### config.mk
export PLATFORM = sky130hd
export DESIGN_NAME = base64_decoder_xor_key
export DESIGN_NICKNAME = d
export VERILOG_FILES = /design/src/b64x_pkg.sv /design/src/base64_decoder_xor_key.sv
export SDC_FILE = /design/constraint.sdc
export NUM_CORES = 1
export LEC_CHECK = 0
export BUFFER_PORTS_ARGS = -buffer_cell sky130_fd_sc_hd__buf_4
export CORE_MARGIN = 5
export CORE_UTILIZATION = 55
export CTS_BUF_LIST = sky130_fd_sc_hd__clkbuf_2
export DETAILED_ROUTE_END_ITERATION = 8
export HOLD_SLACK_MARGIN = 0.02
export PLACE_DENSITY_LB_ADDON = 0.1
export SYNTH_ARGS = -nofsm -noshare
export SYNTH_HDL_FRONTEND = slang
export SYNTH_SLANG_ARGS = --single-unit
export TNS_END_PERCENT = 5
### constraint.sdc
create_clock -name clk -period 4.75 [get_ports clk]
set_input_delay 0.475 -clock clk [delete_from_list [all_inputs] [get_ports clk]]
set_output_delay 0.475 -clock clk [all_outputs]
set_load 0.02 [all_outputs]
### src/b64x_pkg.sv
// Package for the base64 decoder with XOR key: constants, codes and the
// alphabet lookup. No dependencies.
package b64x_pkg;

  localparam int MAX_KEY_BYTES = 8;
  localparam int COUNT_BITS    = 16;

  localparam logic [7:0] PAD_CHAR = 8'h3D;
  localparam logic [6:0] B64_NONE = 7'd64;

  // Configuration register indexes
  localparam logic REG_KEY_BYTES  = 1'b0;
  localparam logic REG_KEY_LENGTH = 1'b1;

  // End status codes
  localparam logic [1:0] ST_OK          = 2'd0;
  localparam logic [1:0] ST_ILLEGAL_PAD = 2'd1;
  localparam logic [1:0] ST_PREMATURE   = 2'd2;
  localparam logic [1:0] ST_PAD_MISSING = 2'd3;

  // Map a character to its 6-bit value; B64_NONE for anything outside the alphabet
  function automatic logic [6:0] b64_value(input logic [7:0] c);
    logic [6:0] v;
    v = B64_NONE;
    if (c >= 8'h41 && c <= 8'h5A) v = 7'(c - 8'h41);
    else if (c >= 8'h61 && c <= 8'h7A) v = 7'(c - 8'h61 + 8'd26);
    else if (c >= 8'h30 && c <= 8'h39) v = 7'(c - 8'h30 + 8'd52);
    else if (c == 8'h2B) v = 7'd62;
    else if (c == 8'h2F) v = 7'd63;
    return v;
  endfunction

endpackage

### src/base64_decoder_xor_key.sv
// Base64 decoder with cyclic XOR key on the decoded bytes.
// Depends on b64x_pkg for codes, constants and the alphabet lookup.
//
//   channel | ports                                  | moves
//   --------+----------------------------------------+------------------------------
//   in      | in_valid, in_ready, in_char            | one character per item
//   out     | out_valid, out_ready, out_byte, ...    | decoded byte or end-of-string
//   cfg     | cfg_wr_en, cfg_index, cfg_wdata        | key bytes / key length write
//
// One item per cycle while out_ready is high: each character is decoded in the cycle
// it is accepted and its result, if any, lands in the output register on the same
// edge, so out_valid is high in the cycle after the character is taken.
// in_ready is high while the output register is empty or drains this cycle; while
// a result waits unread, every character stalls, also one that would yield none.
// Reset (rst_n low, synchronous) clears the decoder state, the output register
// and both configuration registers.
module base64_decoder_xor_key
  import b64x_pkg::*;
(
  input  logic        clk,
  input  logic        rst_n,

  input  logic        in_valid,
  output logic        in_ready,
  input  logic [7:0]  in_char,

  output logic        out_valid,
  input  logic        out_ready,
  output logic [7:0]  out_byte,
  output logic        out_byte_valid,
  output logic        out_frame_end,
  output logic [1:0]  out_status,
  output logic [15:0] out_byte_count,

  input  logic        cfg_wr_en,
  input  logic        cfg_index,
  input  logic [63:0] cfg_wdata
);

  // Quadruplet position, plus a wait for the second pad character
  typedef enum logic [2:0] {
    PH_Q0, PH_Q1, PH_Q2, PH_Q3, PH_PADWAIT
  } phase_t;

  // Configuration
  logic [63:0] key_bytes_r;
  logic [3:0]  key_length_r;

  // Per-string state
  phase_t                phase_r, phase_nxt;
  logic [23:0]           accum_r, accum_nxt;
  logic [1:0]            err_r, err_nxt;
  logic [COUNT_BITS-1:0] count_r, count_nxt;
  logic [2:0]            key_idx_r, key_idx_nxt;

  // Output register
  logic        out_valid_r;
  logic [7:0]  out_byte_r, out_byte_nxt;
  logic        out_bv_r, out_bv_nxt;
  logic        out_fe_r, out_fe_nxt;
  logic [1:0]  out_st_r, out_st_nxt;
  logic [15:0] out_cnt_r, out_cnt_nxt;
  logic        res_load;

  logic        in_fire;
  logic [6:0]  char_val;
  logic [5:0]  v6;
  logic        emit;
  logic [7:0]  raw_byte;
  logic [3:0]  key_len;
  logic [3:0]  idx_ext;
  logic [2:0]  idx_use;
  logic [3:0]  idx_inc;
  logic [7:0]  key_byte;
  logic [15:0] count_sat;
  logic [1:0]  end_status;

  // Accept whenever the output slot is free or drains this cycle
  assign in_ready = !out_valid_r || out_ready;
  assign in_fire  = in_valid && in_ready;

  assign char_val = b64_value(in_char);
  assign v6       = char_val[5:0];

  // Key length above the key store acts as the full store
  assign key_len = (key_length_r > 4'(MAX_KEY_BYTES)) ? 4'(MAX_KEY_BYTES) : key_length_r;

  // Index past the key length (length changed mid-string) falls back to byte 0
  assign idx_ext  = {1'b0, key_idx_r};
  assign idx_use  = (idx_ext >= key_len) ? 3'd0 : key_idx_r;
  assign idx_inc  = {1'b0, idx_use} + 4'd1;
  assign key_byte = key_bytes_r[idx_use*8 +: 8];

  // Report the count saturated to the 16-bit field
  assign count_sat = ((count_r >> 16) != '0) ? 16'hFFFF : 16'(count_r);

  assign end_status = (err_r == ST_OK && phase_r != PH_Q0) ? ST_PREMATURE : err_r;

  always_comb begin
    phase_nxt   = phase_r;
    accum_nxt   = accum_r;
    err_nxt     = err_r;
    count_nxt   = count_r;
    key_idx_nxt = key_idx_r;
    emit        = 1'b0;
    raw_byte    = 8'h00;
    res_load    = 1'b0;
    out_byte_nxt = 8'h00;
    out_bv_nxt   = 1'b0;
    out_fe_nxt   = 1'b0;
    out_st_nxt   = ST_OK;
    out_cnt_nxt  = 16'h0000;

    if (in_fire) begin
      if (in_char == 8'h00) begin
        // End of string: report status and count, then clear the string state
        res_load    = 1'b1;
        out_fe_nxt  = 1'b1;
        out_st_nxt  = end_status;
        out_cnt_nxt = count_sat;
        phase_nxt   = PH_Q0;
        accum_nxt   = '0;
        err_nxt     = ST_OK;
        count_nxt   = '0;
        key_idx_nxt = '0;
      end else if (err_r != ST_OK || in_char[7] ||
                   (char_val == B64_NONE && in_char != PAD_CHAR)) begin
        // Drop: after an error, high-bit bytes, characters outside the alphabet other than the pad
      end else begin
        case (phase_r)
          PH_Q0: begin
            if (in_char == PAD_CHAR) begin
              err_nxt = ST_ILLEGAL_PAD;
            end else begin
              accum_nxt = {v6, 18'h0};
              phase_nxt = PH_Q1;
            end
          end
          PH_Q1: begin
            if (in_char == PAD_CHAR) begin
              err_nxt = ST_ILLEGAL_PAD;
            end else begin
              accum_nxt = accum_r | {6'h0, v6, 12'h0};
              phase_nxt = PH_Q2;
              emit      = 1'b1;
              raw_byte  = accum_nxt[23:16];
            end
          end
          PH_Q2: begin
            if (in_char == PAD_CHAR) begin
              phase_nxt = PH_PADWAIT;
            end else begin
              accum_nxt = accum_r | {12'h0, v6, 6'h0};
              phase_nxt = PH_Q3;
              emit      = 1'b1;
              raw_byte  = accum_nxt[15:8];
            end
          end
          PH_Q3: begin
            phase_nxt = PH_Q0;
            if (in_char != PAD_CHAR) begin
              accum_nxt = accum_r | {18'h0, v6};
              emit      = 1'b1;
              raw_byte  = accum_nxt[7:0];
            end
          end
          PH_PADWAIT: begin
            if (in_char != PAD_CHAR) err_nxt = ST_PAD_MISSING;
            else phase_nxt = PH_Q0;
          end
          default: begin
            phase_nxt = PH_Q0;
          end
        endcase

        if (emit) begin
          res_load     = 1'b1;
          out_bv_nxt   = 1'b1;
          out_byte_nxt = raw_byte;
          if (key_len != 4'd0) begin
            out_byte_nxt = raw_byte ^ key_byte;
            key_idx_nxt  = (idx_inc >= key_len) ? 3'd0 : idx_inc[2:0];
          end
          if (count_r != '1) count_nxt = count_r + 1'b1;
        end
      end
    end
  end

  always_ff @(posedge clk) begin
    if (!rst_n) begin
      key_bytes_r  <= '0;
      key_length_r <= '0;
      phase_r      <= PH_Q0;
      accum_r      <= '0;
      err_r        <= ST_OK;
      count_r      <= '0;
      key_idx_r    <= '0;
      out_valid_r  <= 1'b0;
      out_byte_r   <= '0;
      out_bv_r     <= 1'b0;
      out_fe_r     <= 1'b0;
      out_st_r     <= ST_OK;
      out_cnt_r    <= '0;
    end else begin
      if (cfg_wr_en) begin
        case (cfg_index)
          REG_KEY_BYTES:  key_bytes_r  <= cfg_wdata;
          REG_KEY_LENGTH: key_length_r <= cfg_wdata[3:0];
          default: ;
        endcase
      end
      phase_r   <= phase_nxt;
      accum_r   <= accum_nxt;
      err_r     <= err_nxt;
      count_r   <= count_nxt;
      key_idx_r <= key_idx_nxt;
      // Hold the result until taken; load a new one when produced
      if (res_load) out_valid_r <= 1'b1;
      else if (out_ready) out_valid_r <= 1'b0;
      if (res_load) begin
        out_byte_r <= out_byte_nxt;
        out_bv_r   <= out_bv_nxt;
        out_fe_r   <= out_fe_nxt;
        out_st_r   <= out_st_nxt;
        out_cnt_r  <= out_cnt_nxt;
      end
    end
  end

  assign out_valid      = out_valid_r;
  assign out_byte       = out_byte_r;
  assign out_byte_valid = out_bv_r;
  assign out_frame_end  = out_fe_r;
  assign out_status     = out_st_r;
  assign out_byte_count = out_cnt_r;

endmodule
Word-level counts from Yosys, hierarchy flattened
Index checks and enable logic that the tools add are counted.
Word-level totals
  bits in registers: 145
Operators by class
  add/subtract/negate cells: 7
  magnitude comparators: 9
  equality and inequality tests: 18
  shifts and indexed selects: 1
  muxes and demuxes: 68
  bitwise gates (word level): 5
  reduce and logical (&&, ||, !) cells: 31
Operators by type and width (number)
  2-to-1 mux 24 bit: 6
  2-to-1 mux 16 bit: 6
  one-hot mux 24 bit (4 select lines): 1
  2-to-1 mux 8 bit: 11
  indexed part select 64 x 7 -> 8 bit: 1
  2-to-1 mux 3 bit: 12
  2-to-1 mux 7 bit: 5
  == test 8 x 6 -> 1 bit (second input constant): 3
  OR 24 x 12 -> 24 bit: 1
  OR 24 x 18 -> 24 bit: 1
  OR 24 x 6 -> 24 bit: 1
  one-hot mux 8 bit (3 select lines): 1
  inequality test 3 bit (second input constant): 6
  adder 16 x 1 -> 16 bit (second input constant): 1
  >= comparator 8 x 7 -> 1 bit (second input constant): 2
  less-or-equal comparator 8 x 7 -> 1 bit (second input constant): 2
  inequality test 16 bit (second input constant): 1
  2-to-1 mux 1 bit: 15
  2-to-1 mux 2 bit: 7
  subtractor 7 bit (second input constant): 2
  one-hot mux 3 bit (4 select lines): 1
  AND reduction 5 bit: 2
  nonzero test 2 bit: 5
  >= comparator 8 x 6 -> 1 bit (second input constant): 1
  33 further kinds: 45

Logic depth before layout (Yosys ltp)
Gate-level depths: netlist (run 1).
  word-level depth: 18
  gate-level depth with buffers: 16
  mapped depth without buffers: 15

Least setup slack after synthesis (run 1)
No wires, ideal clock.
  kind: flip-flop to flip-flop
  start: register key_idx_r[0]
  end: register key_idx_r[2]
  setup time: 0.070 ns
  arrival time: 3.339 ns
  required time: 4.680 ns
  path slack: 1.341 ns
  cell stages (with the launch flop): 16
  path buffers: 1
  period minus slack after synthesis: 3.409 ns
  path through: dfxtp_1 > clkbuf_1 > inv_1 > ha_1 > nand2b_1 > a211oi_1 > o21ai_1 > inv_1 > ha_1 > ha_1 > a21oi_1 > nor2b_1 > o21ai_0 > nand2_1 > or3b_1 > a21oi_1
On the way
  word-level cells in the longest chain between the ends: 9
Ends and longest elaborated chain
  from (decl): RTL line base64_decoder_xor_key.sv:54  | logic [2:0] key_idx_r, key_idx_nxt;
  from (signal assigned): RTL line base64_decoder_xor_key.sv:217  | key_idx_r <= key_idx_nxt;
  >= comparator 3 x 4 -> 1 bit: RTL line base64_decoder_xor_key.sv:90  | assign idx_use = (idx_ext >= key_len) ? 3'd0 : key_idx_r;
  2-to-1 mux 3 bit (*): RTL line base64_decoder_xor_key.sv:90
  adder 3 x 1 -> 4 bit (*): RTL line base64_decoder_xor_key.sv:91  | assign idx_inc = {1'b0, idx_use} + 4'd1;
  >= comparator 4 bit: RTL line base64_decoder_xor_key.sv:182  | key_idx_nxt = (idx_inc >= key_len) ? 3'd0 : idx_inc[2:0];
  2-to-1 mux 3 bit (*): RTL line base64_decoder_xor_key.sv:182
  2-to-1 mux 3 bit (*): RTL line base64_decoder_xor_key.sv:180  | if (key_len != 4'd0) begin
  2-to-1 mux 3 bit (*): RTL line base64_decoder_xor_key.sv:176  | if (emit) begin
  2-to-1 mux 3 bit (*): RTL line base64_decoder_xor_key.sv:126  | end else if (err_r != ST_OK || in_char[7] ||
  2-to-1 mux 3 bit (*): RTL line base64_decoder_xor_key.sv:115  | if (in_char == 8'h00) begin
Mark *: on every way between the ends. The rest lies on a longest branch, timed or not. The select of a mux whose other input is x is not followed.
A chain may end at the register's enable or synchronous reset.

Worst setup path in the final report (run 1)
  start: register key_idx_r[2]
  end: register key_idx_r[2]
The elaborated chain is that of the path after synthesis.

==> results of run 1 <==
logic make-up (layout without fill, tap and decap cells):
| logic type | Yosys count | in the layout | share of synthesized area (%) |
|---|---|---|---|
| AND/OR/NAND/NOR | 388 | 388 | 24.38 |
| AO/OA/AOI/OAI | 256 | 256 | 22.63 |
| flip-flops | 145 | 145 | 40.19 |
| buffers and inverters | 74 | 233 | 4.071 |
| XOR/XNOR | 23 | 23 | 2.789 |
| multiplexers | 21 | 21 | 2.997 |
| adder cells (fa/ha/maj) | 17 | 17 | 2.945 |
| other | 0 | 1 | 0 |
per-layer routing:
metal	track usage [%]	vias up	part of all wire, %
met4	8.253	0	2.1
met2	39.38	264	45
met3	6.089	41	6.4
met1	36.45	3349	46
met5	0	-	0
li1	-	3543	-
layout by cell type, fill, tap and decap left out, drive strengths merged, types with 5 or more instances in the layout:
| cell type | count |
|---|---|
| clkbuf | 17 |
| a211oi | 13 |
| dfxtp | 145 |
| and2 | 8 |
| dlygate4sd3 | 68 |
| xnor2 | 18 |
| o211ai | 6 |
| nand2 | 197 |
| buf | 116 |
| inv | 22 |
| o21ai | 33 |
| nor3 | 12 |
| nor2 | 64 |
| nand2b | 9 |
| a21oi | 137 |
| ha | 17 |
| a31oi | 6 |
| mux2i | 16 |
| xor2 | 5 |
| nand3 | 48 |
| mux2 | 5 |
| clkinv | 5 |
| o21bai | 6 |
| a22oi | 8 |
| nor2b | 11 |
| or3 | 6 |
power by group through the flow:
stage	sequential (mW)	combinational (mW)	clock [mW]
after floorplan	1.28	0.150	0
after global placement	1.29	0.247	0
after detailed placement	1.29	0.247	0
after CTS	1.27	0.293	0.680
after global routing	1.27	0.327	0.736
final	1.27	0.301	0.671
cell type report:
class / count / area, µm² / area share, %
inverter: 17 / 63.81 / 0.7101
sequential: 145 / 2903 / 32.30
multi-input combinational: 705 / 4035 / 44.90
clock inverter: 15 / 130.1 / 1.448
timing repair buffer: 184 / 1551 / 17.27
antenna: 1 / 2.502 / 0.02785
clock buffer: 17 / 85.08 / 0.9468
tap: 172 / 215.2 / 2.395
through the flow:
step	utilization, %	cell area [µm²]
after global placement	63.57	8088
after CTS	70.61	8984
after detailed placement	63.57	8088
after floorplan	-	7222
after global routing	70.63	8986
final	70.63	8986
state kept, by name, indices dropped and copies added, names as in the netlist:
name and flops:
key_bytes_r 64, accum_r 24, count_r 16, out_byte_count 16, out_byte 8, key_length_r 4, key_idx_r 3, phase_r 3
err_r 2, out_status 2, out_byte_valid 1, out_frame_end 1, out_valid 1
worst max path at each step:
stage,startpoint,to,slack [ns],depth (start not counted)
after floorplan,key_idx_r[0],key_idx_r[2],1.34,15
after global placement,key_idx_r[2],key_idx_r[2],1.23,12
after detailed placement,key_idx_r[2],key_idx_r[2],1.12,12
after CTS,key_idx_r[2],key_idx_r[2],1.08,12
after global routing,key_idx_r[2],key_idx_r[2],0.80,12
final,key_idx_r[2],key_idx_r[2],1.0,12
worst max-delay path, cell delays in order (launching register included):
cell and delay [ns]:
dfxtp_1 0.73, ha_1 0.27, o21ai_0 0.17, o21ai_1 0.79
inv_1 0.19, ha_1 0.27, xnor2_1 0.19, ha_1 0.25
nor2b_1 0.12, o21ai_0 0.14, nand2_1 0.11, or3b_1 0.36
a21oi_1 0.12
==> impl_metrics.json, run 1 <==
{
  "grt_max_degree": 65,
  "clk_pin_slew_worst_paths_ns": 0.22,
  "outcome": "complete, no violations",
  "clk_latency_ns": 0.74,
  "yosysTopAreaCell": "dfxtp_1",
  "path_max_fanout": 19,
  "final_nets": 1165,
  "fillers": 1081,
  "synthTopCellsByArea": "dfxtp_1 (40%), nand2_1 (10%), a21oi_1 (9.5%), nand3_1 (3.3%), nor2_1 (3.3%)",
  "powerDensity_nw_per_um2": 249.4,
  "gr-total-overflow": 0,
  "cts_tree": "built",
  "clockPowerShare_pct": 29.9,
  "synth_top_cell_area_share_pct": 40.19,
  "min_period_ns": 3.754,
  "intPower_mw": 1.580,
  "cts.hold.buffers_added": 68,
  "drv_cap": 0,
  "ff2ff_setup_slack_ns": 1.0,
  "yosysMostFrequentCell": "nand2_1",
  "skew_ns": 0.02593,
  "crit_type": "register to register",
  "die_w_um": 124.6,
  "initial_utilization_pct": 56.77,
  "ys_seq_area_share_pct": 40.19,
  "ios": 108,
  "required_ns": 5.42,
  "p_switching_mw": 0.6610,
  "layout.cells.non_filler": 1256,
  "yosys_register_bits": 145,
  "core-area_um2": 12720,
  "design_power_total_mw": 2.241,
  "drt-initial-drc-count": 677,
  "wl_um": 20630,
  "p_leak_nw": 3.378,
  "layout-drive-gt1-share_pct": 15.88,
  "grt_pass1_vias": 6699,
  "ctsRootBufferMaster": "clkbuf_2",
  "rsz0062_at_grt": "no",
  "ant_nets": 0,
  "worstHoldPathCells": 3,
  "final.period_utilization_pct": 79.04,
  "hold_viol": 0,
  "syn_avg_cell_area_um2": 7.816,
  "dp_hpwl_um": 13770,
  "cts.htree.levels": 4,
  "fin_setup_tns_ns": 0,
  "portBuffers": 107,
  "dp.cells": 1155,
  "cts_resized": 0,
  "async_flop_share_pct": 0,
  "synth_nets": 1019,
  "swShare_pct": 29.50,
  "cp.arrival_ns": 4.42,
  "yosysWarnings": 0,
  "route.detailed.drc": 0,
  "grt_pass1_wl_um": 33490,
  "place_ws_ns": 1.120,
  "p_seq_share_pct": 56.6,
  "antenna_found_initial": 1,
  "endpoint_kind": "register",
  "area_growth_pct": 24.43,
  "die_h_um": 124.6,
  "syn_inst": 924,
  "final_max_slew_viol_count": 0,
  "numCtsBuffers": 17,
  "setup-violations-final": 0,
  "synth_common_cells": "nand2_1 (197), dfxtp_1 (145), a21oi_1 (137)",
  "gp_congestion": 0.9493,
  "ir_drop_uv": 250.2,
  "worstHoldStart": "out_ready",
  "whs_ns": 0.1177,
  "netlist_area_um2": 7222,
  "layout_setup_ws_ns": 0.9957,
  "start_kind": "register",
  "clock_sinks": 145,
  "r2r-start": "key_idx_r[2]",
  "grt.total_usage_pct": 25.92,
  "avgRoutedWirePerCell_um": 16.43,
  "cts_setup_buffers": 0,
  "drt_pre_antenna_iters": 5,
  "fp.dieArea_um2": 15520,
  "synthDistinctLibCells": 79,
  "worstHoldPathType": "input pin to register",
  "worst_slew_pin_slew_ns": 1.215,
  "slew_headroom_pct": 18.71,
  "reg2reg_to": "key_idx_r[2]",
  "holdPathEnd": "out_valid",
  "rows": 41,
  "synthFlopType": "dfxtp_1",
  "clockBufferDepth": 2,
  "route.vias.total": 7197,
  "fmax_mhz": 266.4,
  "synth-edff-count": 0,
  "combPwrFrac_pct": 13.4,
  "r2r_cells": 12,
  "viasPerCell": 5.730
}
Power figures use the tool's default switching activity.
==> run 2, diff against run 1 <==
--- a/config.mk
+++ b/config.mk
@@ -7,7 +7,7 @@
 export LEC_CHECK = 0
 export BUFFER_PORTS_ARGS = -buffer_cell sky130_fd_sc_hd__buf_4
 export CORE_MARGIN = 5
-export CORE_UTILIZATION = 55
+export CORE_UTILIZATION = 54
 export CTS_BUF_LIST = sky130_fd_sc_hd__clkbuf_2
 export DETAILED_ROUTE_END_ITERATION = 8
 export HOLD_SLACK_MARGIN = 0.02
==> constraint.sdc (replaced) <==
create_clock -name clk -period 3.3 [get_ports clk]
set_input_delay 0.33 -clock clk [delete_from_list [all_inputs] [get_ports clk]]
set_output_delay 0.33 -clock clk [all_outputs]
set_load 0.02 [all_outputs]
==> run 2 against run 1 <==
  * Cell count grew 2.1%
  * Combinational power increased by 50%
  * Via count rose by 1.3%
  * Critical path type unchanged
  * Cell area is 2.6% higher
  * Routed wire length increased by 1.7%
  * Clock-buffer cell count is the same
  * Utilization decreased by 0.74 points
  * First-iteration DRC count rose by 5.8%
  * Largest cell class unchanged
  * Total power up 45%
  * Register-to-register slack lost 0.76 ns
==> impl_metrics.json, run 2 (synthesis results as in run 1) <==
{
  "route.detailed.drc": 0,
  "powerDensity_nw_per_um2": 353.0,
  "clk_pin_slew_worst_paths_ns": 0.22,
  "worst_slew_pin_slew_ns": 0.8042,
  "utilization_pct": 69.89,
  "route.vias.total": 7294,
  "clock_sinks": 145,
  "numCtsBuffers": 17,
  "mostFrequentLayoutCells": "nand2_1 (197), dfxtp_1 (144), a21oi_1 (137), buf_4 (134), dlygate4sd3_1 (73)",
  "worstHoldStart": "in_valid",
  "grt_pass1_wl_um": 34470,
  "clockPowerShare_pct": 30.0,
  "p_switching_mw": 0.9585,
  "p_leak_nw": 3.497,
  "skew_ns": 0.02682,
  "outcome": "complete, no violations",
  "largest_registers": "key_bytes_r (64), accum_r (24)",
  "dp_hpwl_um": 13980,
  "worstHoldPathCells": 5,
  "slew_headroom_pct": 46.31,
  "final.period_utilization_pct": 92.95,
  "crit_path_frequent_cell": "ha_1",
  "combPwrFrac_pct": 13.9,
  "layout.cells.non_filler": 1283,
  "cpMaxStageDelayCell": "dfxtp_2",
  "cts.htree.levels": 4,
  "drt-initial-drc-count": 716,
  "ant_nets": 0,
  "ir_drop_uv": 254.3,
  "path_max_fanout": 4,
  "r2r_cells": 14,
  "crit_path_start": "key_length_r[0]",
  "layout-drive-gt1-share_pct": 17.63,
  "cp_slowest_stage_delay_ns": 0.38,
  "holdPathEnd": "key_idx_r[0]",
  "setup-violations-final": 0,
  "fp.dieArea_um2": 15790,
  "avgRoutedWirePerCell_um": 16.35,
  "grt.total_usage_pct": 26.48,
  "grt_pass1_vias": 6851,
  "final_common_cell": "nand2_1",
  "die_w_um": 125.6,
  "area_growth_pct": 27.65,
  "drv_cap": 0,
  "fmax_mhz": 326.0,
  "ios": 108,
  "initial_utilization_pct": 54.75,
  "start_kind": "register",
  "ff2ff_setup_slack_ns": 0.23,
  "portBuffers": 107,
  "top_register": "key_bytes_r",
  "p_seq_share_pct": 56.1,
  "worstHoldPathType": "input pin to register",
  "gr-total-overflow": 0,
  "viasPerCell": 5.685,
  "wl_um": 20980,
  "hold_viol": 0,
  "dp.cells": 1178,
  "final_max_slew_viol_count": 0,
  "antenna_found_initial": 1,
  "drt_pre_antenna_iters": 6,
  "clockBufferDepth": 2,
  "ctsRootBufferMaster": "clkbuf_2",
  "reg2reg_to": "key_idx_r[2]",
  "intPower_mw": 2.295,
  "die_h_um": 125.6,
  "grt_max_degree": 65,
  "largest_reg_flops": 64,
  "endpoint_kind": "register",
  "swShare_pct": 29.46,
  "min_period_ns": 3.067,
  "cp.arrival_ns": 3.74,
  "required_ns": 3.97,
  "fillers": 1123,
  "gp_congestion": 0.8551,
  "cp_cell_sequence": "nor2b_2, ha_1, nand2b_1, a211oi_4, o21ai_2, inv_1, ha_1, ha_1, a21oi_1, nor2b_1, o21ai_0, nand2_1, or3b_1, a21oi_1",
  "final_nets": 1189,
  "r2r-start": "key_length_r[0]",
  "crit_type": "register to register",
  "clk_latency_ns": 0.74,
  "core-area_um2": 13190,
  "rows": 42,
  "cts_tree": "built"
}
-- run 2: how the worst max path moves through the flow --
stage,slack [ns],end
final,0.23,key_idx_r[2]
after floorplan,0.04,key_idx_r[2]
after CTS,0.04,key_idx_r[2]
after global routing,-0.004,key_idx_r[2]
after detailed placement,0.08,key_idx_r[2]
after global placement,0.21,key_idx_r[2]
-- run 2: power groups by stage --
stage | clock network, mW | logic (mW) | registers (mW)
detailed placement | 0 | 0.372 | 1.86
floorplan | 0 | 0.217 | 1.85
global route | 1.08 | 0.495 | 1.83
finish | 0.976 | 0.452 | 1.83
CTS | 1.00 | 0.441 | 1.83
global placement | 0 | 0.370 | 1.86
-- run 2: worst max-delay path: cells and delay by family (launching register included) --
kind | cells | cell delay (ns)
buffers and inverters | 1 | 0.13
flip-flops | 1 | 0.38
AND/OR/NAND/NOR | 5 | 0.85
AO/OA/AOI/OAI | 5 | 0.81
adder cells (fa/ha/maj) | 3 | 0.83
-- run 2: layout make-up --
type                            count  area, µm²  share of cell area [%]
Clock buffer                       17      85.08                  0.9229
Antenna cell                        1      2.502                 0.02714
Tap cell                          176      220.2                   2.389
Sequential cell                   145       2904                   31.50
Clock inverter                     14      132.6                   1.439
Inverter                           17      63.81                  0.6922
Multi-Input combinational cell    705       4054                   43.97
Timing Repair Buffer              208       1757                   19.06
-- run 2: timing repair --
item | 4_1_cts | 5_1_grt
resized for setup | 0 | 6
buffers inserted | 0 | 0
setup endpoints to repair | 0 | 3
hold buffers | 73 | 0
hold endpoints to repair | 77 | 0
-- run 2: metal layers --
| metal | vias up | share of wire, % | GRT usage, % |
|---|---|---|---|
| li1 | 3580 | - | - |
| met1 | 3429 | 44 | 36.46 |
| met2 | 253 | 47 | 42.26 |
| met3 | 32 | 7.0 | 5.715 |
| met4 | 0 | 1.6 | 7.207 |
| met5 | - | 0 | 0 |
-- run 2: stage by stage --
stage	TNS, ns	setup WS (ns)	hold WS [ns]	area (µm²)	power [mW]
floorplan	0	0.04499	0.4280	7227	2.066
global placement	0	0.2051	0.4362	8252	2.228
detailed placement	0	0.08117	0.4444	8252	2.231
CTS	0	0.03634	0.03657	9200	3.270
global route	-0.003509	-0.003509	0.05348	9219	3.410
finish	0	0.2328	0.1078	9219	3.254
